File: src/fbm_pkg.sv
package fbm_pkg;

    localparam int MAX_OCTAVES = 8;

    // hash multipliers, only their low 16 bits reach the fraction
    localparam logic [15:0] K_HX_LO   = 16'd58786;
    localparam logic [15:0] K_HY_LO   = 16'd27722;
    localparam logic [15:0] K_HZ_LO   = 16'd12780;
    localparam logic [20:0] K_BIAS    = 21'd1257636;
    localparam logic [17:0] K_SCALE   = 18'd135660;
    localparam logic [31:0] K_OFFX    = 32'd8585;
    localparam logic [31:0] K_OFFY    = 32'd14221;
    localparam logic [31:0] K_OFFZ    = 32'd22544;
    localparam logic [15:0] K_DECAY   = 16'd31457;
    localparam logic [15:0] AMP_START = 16'd32768;
    localparam logic [25:0] FIFTEEN_ONE = 26'd983040;
    localparam logic [19:0] TEN_ONE   = 20'd655360;
    localparam logic [25:0] HALF      = 26'd32768;

    localparam logic [4:0] LAST_FADE   = 5'd11;
    localparam logic [4:0] LAST_AXHASH = 5'd5;
    localparam logic [4:0] LAST_CORNER = 5'd31;
    localparam logic [4:0] LAST_LERP   = 5'd6;
    localparam logic [4:0] LAST_ACC    = 5'd1;
    localparam logic [4:0] LAST_ADV    = 5'd2;

    typedef enum logic [2:0] {
        ST_IDLE,
        ST_FADE,
        ST_AXHASH,
        ST_CORNER,
        ST_LERP,
        ST_ACC,
        ST_ADV,
        ST_DONE
    } fbm_state_t;

    typedef struct packed {
        logic idle;
        logic done;
    } fbm_status_t;

    typedef struct packed {
        logic [2:0] la;
        logic [2:0] lb;
        logic [1:0] ax;
    } fbm_lerp_t;

    // trilinear reduction done in place over the corner registers
    function automatic fbm_lerp_t lerp_sel(input logic [2:0] k);
        fbm_lerp_t s;
        case (k)
            3'd0:    s = '{la: 3'd0, lb: 3'd1, ax: 2'd0};
            3'd1:    s = '{la: 3'd2, lb: 3'd3, ax: 2'd0};
            3'd2:    s = '{la: 3'd4, lb: 3'd5, ax: 2'd0};
            3'd3:    s = '{la: 3'd6, lb: 3'd7, ax: 2'd0};
            3'd4:    s = '{la: 3'd0, lb: 3'd2, ax: 2'd1};
            3'd5:    s = '{la: 3'd4, lb: 3'd6, ax: 2'd1};
            default: s = '{la: 3'd0, lb: 3'd4, ax: 2'd2};
        endcase
        return s;
    endfunction

endpackage

File: src/fbm_mul.sv
module fbm_mul
(
    input  logic signed [32:0] a,
    input  logic signed [25:0] b,
    output logic signed [58:0] p
);

    assign p = a * b;

endmodule

File: src/fbm_core.sv
module fbm_core
    import fbm_pkg::*;
(
    input  logic        clk,
    input  logic        rst_n,
    input  logic        start,
    input  logic [23:0] x_coord,
    input  logic [23:0] y_coord,
    input  logic [23:0] z_coord,
    input  logic [3:0]  octave_count,
    input  logic        result_taken,
    output fbm_status_t status,
    output logic [7:0]  noise_value
);

    fbm_state_t state_reg, state_next;
    logic [4:0]  cnt_reg, cnt_next;
    logic [3:0]  oct_reg, oct_next;
    logic [15:0] amp_reg, amp_next;
    logic [16:0] acc_reg, acc_next;
    logic [15:0] f3_reg, f3_next;
    logic [19:0] t_reg, t_next;
    logic [22:0] d_reg, d_next;
    logic [31:0] crd_reg [3];
    logic [31:0] crd_next [3];
    logic [16:0] fade_reg [3];
    logic [16:0] fade_next [3];
    logic [15:0] ah_reg [6];
    logic [15:0] ah_next [6];
    logic [15:0] crn_reg [8];
    logic [15:0] crn_next [8];

    logic signed [32:0] mul_a;
    logic signed [25:0] mul_b;
    logic signed [58:0] prod;

    logic [1:0]  fax;
    logic [15:0] frac;
    logic [20:0] six_f;
    logic [1:0]  hax;
    logic [15:0] lat_cell;
    logic [15:0] k_lo;
    logic [2:0]  cidx;
    logic [15:0] hx, hy, hz;
    fbm_lerp_t   lsel;
    logic [15:0] la, lb;
    logic [16:0] diff;
    logic [1:0]  aidx;
    logic [31:0] p32;
    logic [25:0] rr;

    fbm_mul u_mul
    (
        .a (mul_a),
        .b (mul_b),
        .p (prod)
    );

    assign fax      = cnt_reg[3:2];
    assign frac     = crd_reg[fax][15:0];
    assign six_f    = {3'd0, frac, 2'd0} + {4'd0, frac, 1'd0};
    assign hax      = cnt_reg[2:1];
    assign lat_cell = crd_reg[hax][31:16] + {15'd0, cnt_reg[0]};
    assign k_lo     = (hax == 2'd0) ? K_HX_LO : ((hax == 2'd1) ? K_HY_LO : K_HZ_LO);
    assign cidx     = cnt_reg[4:2];
    assign hx       = ah_reg[{2'b00, cidx[0]}];
    assign hy       = ah_reg[3'd2 + {2'b00, cidx[1]}];
    assign hz       = ah_reg[3'd4 + {2'b00, cidx[2]}];
    assign lsel     = lerp_sel(cnt_reg[2:0]);
    assign la       = crn_reg[lsel.la];
    assign lb       = crn_reg[lsel.lb];
    assign diff     = {1'b0, lb} - {1'b0, la};
    assign aidx     = cnt_reg[1:0];
    assign p32      = prod[47:16];

    // next state and step counter
    always_comb
    begin
        state_next = state_reg;
        cnt_next   = cnt_reg + 5'd1;
        case (state_reg)
            ST_IDLE:
            begin
                cnt_next = '0;
                if (start)
                begin
                    state_next = (octave_count == 4'd0) ? ST_DONE : ST_FADE;
                end
            end
            ST_FADE:
            begin
                if (cnt_reg == LAST_FADE)
                begin
                    state_next = ST_AXHASH;
                    cnt_next   = '0;
                end
            end
            ST_AXHASH:
            begin
                if (cnt_reg == LAST_AXHASH)
                begin
                    state_next = ST_CORNER;
                    cnt_next   = '0;
                end
            end
            ST_CORNER:
            begin
                if (cnt_reg == LAST_CORNER)
                begin
                    state_next = ST_LERP;
                    cnt_next   = '0;
                end
            end
            ST_LERP:
            begin
                if (cnt_reg == LAST_LERP)
                begin
                    state_next = ST_ACC;
                    cnt_next   = '0;
                end
            end
            ST_ACC:
            begin
                if (cnt_reg == LAST_ACC)
                begin
                    state_next = ST_ADV;
                    cnt_next   = '0;
                end
            end
            ST_ADV:
            begin
                if (cnt_reg == LAST_ADV)
                begin
                    state_next = (oct_reg == 4'd1) ? ST_DONE : ST_FADE;
                    cnt_next   = '0;
                end
            end
            ST_DONE:
            begin
                cnt_next = '0;
                if (result_taken)
                begin
                    state_next = ST_IDLE;
                end
            end
            default:
            begin
                state_next = ST_IDLE;
                cnt_next   = '0;
            end
        endcase
    end

    // operand select and write back
    always_comb
    begin
        mul_a     = '0;
        mul_b     = '0;
        oct_next  = oct_reg;
        amp_next  = amp_reg;
        acc_next  = acc_reg;
        f3_next   = f3_reg;
        t_next    = t_reg;
        d_next    = d_reg;
        crd_next  = crd_reg;
        fade_next = fade_reg;
        ah_next   = ah_reg;
        crn_next  = crn_reg;
        case (state_reg)
            ST_IDLE:
            begin
                if (start)
                begin
                    crd_next[0] = {{8{x_coord[23]}}, x_coord};
                    crd_next[1] = {{8{y_coord[23]}}, y_coord};
                    crd_next[2] = {{8{z_coord[23]}}, z_coord};
                    oct_next    = (octave_count > 4'(MAX_OCTAVES)) ?
                                  4'(MAX_OCTAVES) : octave_count;
                    amp_next    = AMP_START;
                    acc_next    = '0;
                end
            end
            ST_FADE:
            begin
                case (cnt_reg[1:0])
                    2'd0:
                    begin
                        mul_a   = {17'd0, frac};
                        mul_b   = {10'd0, frac};
                        f3_next = prod[31:16];
                    end
                    2'd1:
                    begin
                        mul_a   = {17'd0, f3_reg};
                        mul_b   = {10'd0, frac};
                        f3_next = prod[31:16];
                    end
                    2'd2:
                    begin
                        // 6f - 15 is negative, the product floors toward minus infinity
                        mul_a  = {17'd0, frac};
                        mul_b  = {5'd0, six_f} - FIFTEEN_ONE;
                        t_next = prod[35:16] + TEN_ONE;
                    end
                    default:
                    begin
                        mul_a          = {17'd0, f3_reg};
                        mul_b          = {6'd0, t_reg};
                        fade_next[fax] = prod[32:16];
                    end
                endcase
            end
            ST_AXHASH:
            begin
                mul_a                = {17'd0, lat_cell};
                mul_b                = {10'd0, k_lo};
                ah_next[cnt_reg[2:0]] = prod[15:0];
            end
            ST_CORNER:
            begin
                case (cnt_reg[1:0])
                    2'd0:
                    begin
                        mul_a  = {17'd0, hx};
                        mul_b  = {5'd0, {5'd0, hy} + K_BIAS};
                        d_next = {2'd0, prod[36:16]};
                    end
                    2'd1:
                    begin
                        mul_a  = {17'd0, hy};
                        mul_b  = {5'd0, {5'd0, hz} + K_BIAS};
                        d_next = d_reg + {2'd0, prod[36:16]};
                    end
                    2'd2:
                    begin
                        mul_a  = {17'd0, hz};
                        mul_b  = {5'd0, {5'd0, hx} + K_BIAS};
                        d_next = d_reg + {2'd0, prod[36:16]};
                    end
                    default:
                    begin
                        mul_a          = {8'd0, {9'd0, hx} + {9'd0, hy} + {1'b0, d_reg, 1'b0}};
                        mul_b          = {2'd0, {8'd0, hz} + {1'b0, d_reg}};
                        crn_next[cidx] = prod[31:16];
                    end
                endcase
            end
            ST_LERP:
            begin
                mul_a             = {{16{diff[16]}}, diff};
                mul_b             = {9'd0, fade_reg[lsel.ax]};
                crn_next[lsel.la] = la + prod[31:16];
            end
            ST_ACC:
            begin
                if (cnt_reg[0] == 1'b0)
                begin
                    mul_a    = {17'd0, crn_reg[0]};
                    mul_b    = {10'd0, amp_reg};
                    acc_next = acc_reg + {1'b0, prod[31:16]};
                end
                else
                begin
                    mul_a    = {17'd0, amp_reg};
                    mul_b    = {10'd0, K_DECAY};
                    amp_next = prod[31:16];
                end
            end
            ST_ADV:
            begin
                mul_a = {crd_reg[aidx][31], crd_reg[aidx]};
                mul_b = {8'd0, K_SCALE};
                case (aidx)
                    2'd0:    crd_next[0] = p32 + K_OFFX;
                    2'd1:    crd_next[1] = p32 - K_OFFY;
                    default: crd_next[2] = p32 + K_OFFZ;
                endcase
                if (cnt_reg == LAST_ADV)
                begin
                    oct_next = oct_reg - 4'd1;
                end
            end
            default:
            begin
            end
        endcase
    end

    always_ff @(posedge clk or negedge rst_n)
    begin
        if (!rst_n)
        begin
            state_reg <= ST_IDLE;
            cnt_reg   <= '0;
            oct_reg   <= '0;
        end
        else
        begin
            state_reg <= state_next;
            cnt_reg   <= cnt_next;
            oct_reg   <= oct_next;
        end
    end

    always_ff @(posedge clk)
    begin
        amp_reg  <= amp_next;
        acc_reg  <= acc_next;
        f3_reg   <= f3_next;
        t_reg    <= t_next;
        d_reg    <= d_next;
        crd_reg  <= crd_next;
        fade_reg <= fade_next;
        ah_reg   <= ah_next;
        crn_reg  <= crn_next;
    end

    // round(v*255), v is never negative here
    assign rr          = {1'b0, acc_reg, 8'd0} - {9'd0, acc_reg} + HALF;
    assign noise_value = (rr[25:16] > 10'd255) ? 8'hFF : rr[23:16];

    assign status.idle = (state_reg == ST_IDLE);
    assign status.done = (state_reg == ST_DONE);

`ifndef ASSERT_OFF
    a_fade_cnt: assert property (@(posedge clk) disable iff (!rst_n)
        (state_reg == ST_FADE) |-> (cnt_reg <= LAST_FADE))
        else $error("fade step counter out of range");

    a_oct_live: assert property (@(posedge clk) disable iff (!rst_n)
        (state_reg == ST_FADE || state_reg == ST_ADV) |-> (oct_reg != 4'd0))
        else $error("octave work with no octaves left");

    a_start_path: assert property (@(posedge clk) disable iff (!rst_n)
        (state_reg == ST_IDLE && start && octave_count != 4'd0) |=> (state_reg == ST_FADE))
        else $error("accepted point did not start an octave");

    a_amp_falls: assert property (@(posedge clk) disable iff (!rst_n)
        (state_reg == ST_ACC && cnt_reg == LAST_ACC) |=> (amp_reg < $past(amp_reg)
            || $past(amp_reg) == 16'd0))
        else $error("amplitude did not decay");
`endif

endmodule

File: src/fbm_value_noise_3d.sv
// Fractal value noise over a 3D point, one byte out per point.
// Input beat on s_axis: point x, y, z in signed Q8.16 and an octave count.
// Counts above 8 run 8 octaves; a count of zero returns 0.
// Output beat on m_axis: the noise byte, round(sum*255) clamped to 0..255.
// One point at a time: s_axis_tready is high only while the sequencer idles.
// All multiplications run through a single shared multiplier, one product
// per cycle while a point is in work. Each octave steps through fade, axis
// hash, corner hash, blend, sum/decay and point advance. The next point can
// be accepted in the cycle after the result is loaded into the output
// register.
// The output register holds one result; while the receiver stalls, the next
// point is still accepted and computed, and the block then waits with that
// second result until the register frees up.
// Reset clears the sequencer and the output valid; no state carries between
// points.
module fbm_value_noise_3d
    import fbm_pkg::*;
(
    input  logic        clk,
    input  logic        rst_n,
    input  logic        s_axis_tvalid,
    output logic        s_axis_tready,
    input  logic [79:0] s_axis_tdata,   // x_coord[23:0], y_coord[47:24], z_coord[71:48],
                                        // octave_count[75:72], zero pad
    output logic        m_axis_tvalid,
    input  logic        m_axis_tready,
    output logic [7:0]  m_axis_tdata    // noise_value[7:0]
);

    fbm_status_t status;
    logic        start;
    logic        load;
    logic [7:0]  result;
    logic        out_valid_reg;
    logic [7:0]  out_data_reg;

    assign s_axis_tready = status.idle;
    assign start         = s_axis_tvalid && status.idle;
    assign load          = status.done && (!out_valid_reg || m_axis_tready);

    fbm_core u_core
    (
        .clk          (clk),
        .rst_n        (rst_n),
        .start        (start),
        .x_coord      (s_axis_tdata[23:0]),
        .y_coord      (s_axis_tdata[47:24]),
        .z_coord      (s_axis_tdata[71:48]),
        .octave_count (s_axis_tdata[75:72]),
        .result_taken (load),
        .status       (status),
        .noise_value  (result)
    );

    always_ff @(posedge clk or negedge rst_n)
    begin
        if (!rst_n)
        begin
            out_valid_reg <= 1'b0;
        end
        else if (load)
        begin
            out_valid_reg <= 1'b1;
        end
        else if (m_axis_tready)
        begin
            out_valid_reg <= 1'b0;
        end
    end

    always_ff @(posedge clk)
    begin
        if (load)
        begin
            out_data_reg <= result;
        end
    end

    assign m_axis_tvalid = out_valid_reg;
    assign m_axis_tdata  = out_data_reg;

`ifndef ASSERT_OFF
    a_no_overwrite: assert property (@(posedge clk) disable iff (!rst_n)
        (m_axis_tvalid && !m_axis_tready) |=> $stable(m_axis_tdata))
        else $error("pending result overwritten");

    a_busy_block: assert property (@(posedge clk) disable iff (!rst_n)
        start |=> !s_axis_tready)
        else $error("input taken while a point is in work");

    a_load_free: assert property (@(posedge clk) disable iff (!rst_n)
        load |-> (!m_axis_tvalid || m_axis_tready))
        else $error("result loaded into a full output register");
`endif

endmodule
File: config.mk
export PLATFORM = sky130hd
export DESIGN_NAME = fbm_value_noise_3d
export DESIGN_NICKNAME = d
export VERILOG_FILES = /design/src/fbm_pkg.sv /design/src/fbm_mul.sv /design/src/fbm_core.sv /design/src/fbm_value_noise_3d.sv
export SDC_FILE = /design/constraint.sdc
export NUM_CORES = 2
export LEC_CHECK = 0
export BUFFER_PORTS_ARGS = -buffer_cell sky130_fd_sc_hd__buf_2
export CORE_AREA = 5 5 430 432
export CTS_CLUSTER_DIAMETER = 200
export CTS_CLUSTER_SIZE = 30
export DETAILED_ROUTE_END_ITERATION = 8
export DIE_AREA = 0 0 435 437
export SLEW_MARGIN = 20
export SYNTH_ARGS = -nofsm -noshare
export SYNTH_HDL_FRONTEND = slang
export SYNTH_HIERARCHICAL = 1
export SYNTH_SLANG_ARGS = --single-unit
File: constraint.sdc
create_clock -name clk -period 26.2 [get_ports clk]
set_clock_uncertainty 0.1 [all_clocks]
set_input_delay 2.62 -clock clk [delete_from_list [all_inputs] [get_ports clk]]
set_output_delay 2.62 -clock clk [all_outputs]
set_load 0.02 [all_outputs]
==> results by group <==
Outcome
  • Status: complete, no violations

Clock network
  • CTS clk-pin slew, worst paths: between 0.1 and 0.15 ns
  • Post-CTS setup buffers: 0
  • Max clock buf depth: 3
  • Post-cts resize count: 0
  • # hold bufs at CTS: 0
  • H-tree depth reported by CTS: 1
  • Num CTS Buffers: 20
  • TritonCTS clock tree: done
  • CTS sink cnt: slightly below 500
  • Clk_lat worst skew: between 0.6 and 0.7 ns
  • Root Buffer: clkbuf_16

GRT
  • First-pass GRT wire length: 288900 um
  • Total track usage: around a fifth
  • Largest net degree at the start of global routing: 83
  • Number of global-route vias before repair: around 47k
  • Initial antenna violation count: 7
  • GRT overflow: 0

Floorplan
  • Core area: ~180000 sq um
  • # IOs: between 90 and 100
  • Die area: roughly 190000 sq um
  • Initial Util: 32.80%
  • Die Y: ~440 um
  • Die Width: 435 um
  • Row count: 156

Placement
  • DP Cell Count: 8366
  • PortBufs: a little under 90
  • Placer Congestion: between 0.9 and 1
  • HPWL Detailed: around 140000 um
  • DP Worst Slack: 10.34 ns
  • Placed Area: around 63000 sq um

Final layout
  • Nets: approximately 7.2k
  • Flip-flop count of the largest register after layout: ~130
  • Post-Layout Cell Count: 8396
  • Most frequent cells in the layout: 844 x inv_1, 798 x nand2_1, 780 x fa_1, 471 x edfxtp_1, 399 x and2_1
  • Commonest non-fill, non-tap cell in the layout: inv_1
  • Share of layout cells above drive strength 1: under 10%
  • Utilization after layout: between 30% and 40%
  • Area growth from synthesis to layout: 7.003%
  • Fin area: ~63000 sq um

STA
  • Final setup vio count: 0
  • Hold violation count in the final report: 0
  • Final worst setup slack: approximately 10 ns
  • RSZ-0062 raised after global routing: false
  • Min Tclk post-route: between 15 and 20 ns
  • Period utilization: between 60% and 70%
  • Slew Viols, Final: 0
  • Least-Margin Pin Slew: 1.154 ns
  • Tightest hold margin: around 0.44 ns
  • Setup Total Neg Slack: 0 ns
  • Max Clk Rate: approximately 62 MHz
  • Slew margin rel.: ~23%

Power and ir drop
  • Worst vdd ir: around 39 uV
  • Leakage: around 28 nW
  • Cell area power density: 19.86 nW/um^2
  • Tot Pwr: ~1.3 mW

Synth
  • Average cell area after synthesis: slightly below 10 sq um
  • Mapped Nets: about 7.3k
  • Yosys warns: 6
  • Cells after Synth: 6108
  • Syn Std Cell Area: about 59000 sq um

Job
  • # Max-Cap Violations: 0

Setup path
  • Crit Path Class: register to register
  • CP bufs+invs: 9
  • Worst path max stage delay: about 1 ns
  • Critical Path RT: approximately 26 ns
  • Critical Path Sink Type: register
  • Worst-path maximum fanout: between 40 and 50
  • Slowest library cell on the worst path: dfrtp_4
  • CP Launch Type: register
  • Crit-path leading delay family: adder cells
  • Crit path DAT: between 15 and 20 ns
  • Most used cell, CP: fa_1

Drt
  • Vias per inst: roughly 5.4
  • Final antenna-violating net count: 0
  • DR DRC count: 0
  • Routed vias: about 46k
  • Final WL: ~190000 um
  • WL/cell: 22.56 um
  • DRT Pass-1 Iters: 7
  • Iteration-0 DRC Markers: between 4k and 5k

Min path
  • Worst Hold Class: register to register
[worst reg2reg max path: cells and delay by family (launching register included)]
family | cells | cell delay, ns
AND/OR/NAND/NOR | 12 | 3.00
XOR/XNOR | 2 | 0.34
buffers and inverters | 9 | 2.53
multiplexers | 2 | 0.75
adder cells (fa/ha/maj) | 10 | 4.67
flip-flops | 1 | 0.99
AO/OA/AOI/OAI | 11 | 3.52
[cell type report]
| type | count | area, sq um |
|---|---|---|
| fillers | 18091 | 116900 |
| multi-input cells | 4423 | 40450 |
| flip-flops and latches | 484 | 14480 |
| inverters | 852 | 3198 |
| well taps | 2370 | 2965 |
| repair buffers | 237 | 1556 |
| clock buffers | 26 | 523.0 |
| clock inverters | 2 | 46.29 |
| diodes | 2 | 5.005 |
[per-layer routing]
| layer | wire length (um) | track usage (%) | vias up |
|---|---|---|---|
| li1 | - | - | 19992 |
| met1 | 78270 | 26.59 | 23318 |
| met2 | 86970 | 31.93 | 2016 |
| met3 | 16270 | 2.765 | 291 |
| met4 | 7951 | 6.755 | 0 |
| met5 | 0 | 0 | - |
[power by group]
| part | switching (mW) | internal, mW | leakage (nW) |
|---|---|---|---|
| Combinational | 0.0109 | 0.00686 | 23.5 |
| Clock | 0.255 | 0.146 | 0.272 |
| Sequential | 0 | 0.837 | 4.40 |
| Total | 0.266 | 0.990 | 28.2 |
[path summary, 6_finish.rpt]
check                      cells past startpoint            endpoint  slack (ns)               from
hold / removal                                 2       m_axis_tvalid        0.44      m_axis_tvalid
hold reg to reg                                2       m_axis_tvalid        0.44      m_axis_tvalid
setup / recovery                              46  u_core/crd_reg[19]       10.10  u_core/cnt_reg[0]
min in group asynchronous                      1       m_axis_tvalid        1.83              rst_n
max in group asynchronous                      1   u_core/cnt_reg[2]       23.88              rst_n
setup reg to reg                              46  u_core/crd_reg[19]       10.10  u_core/cnt_reg[0]
Power figures use the tool's default switching activity.
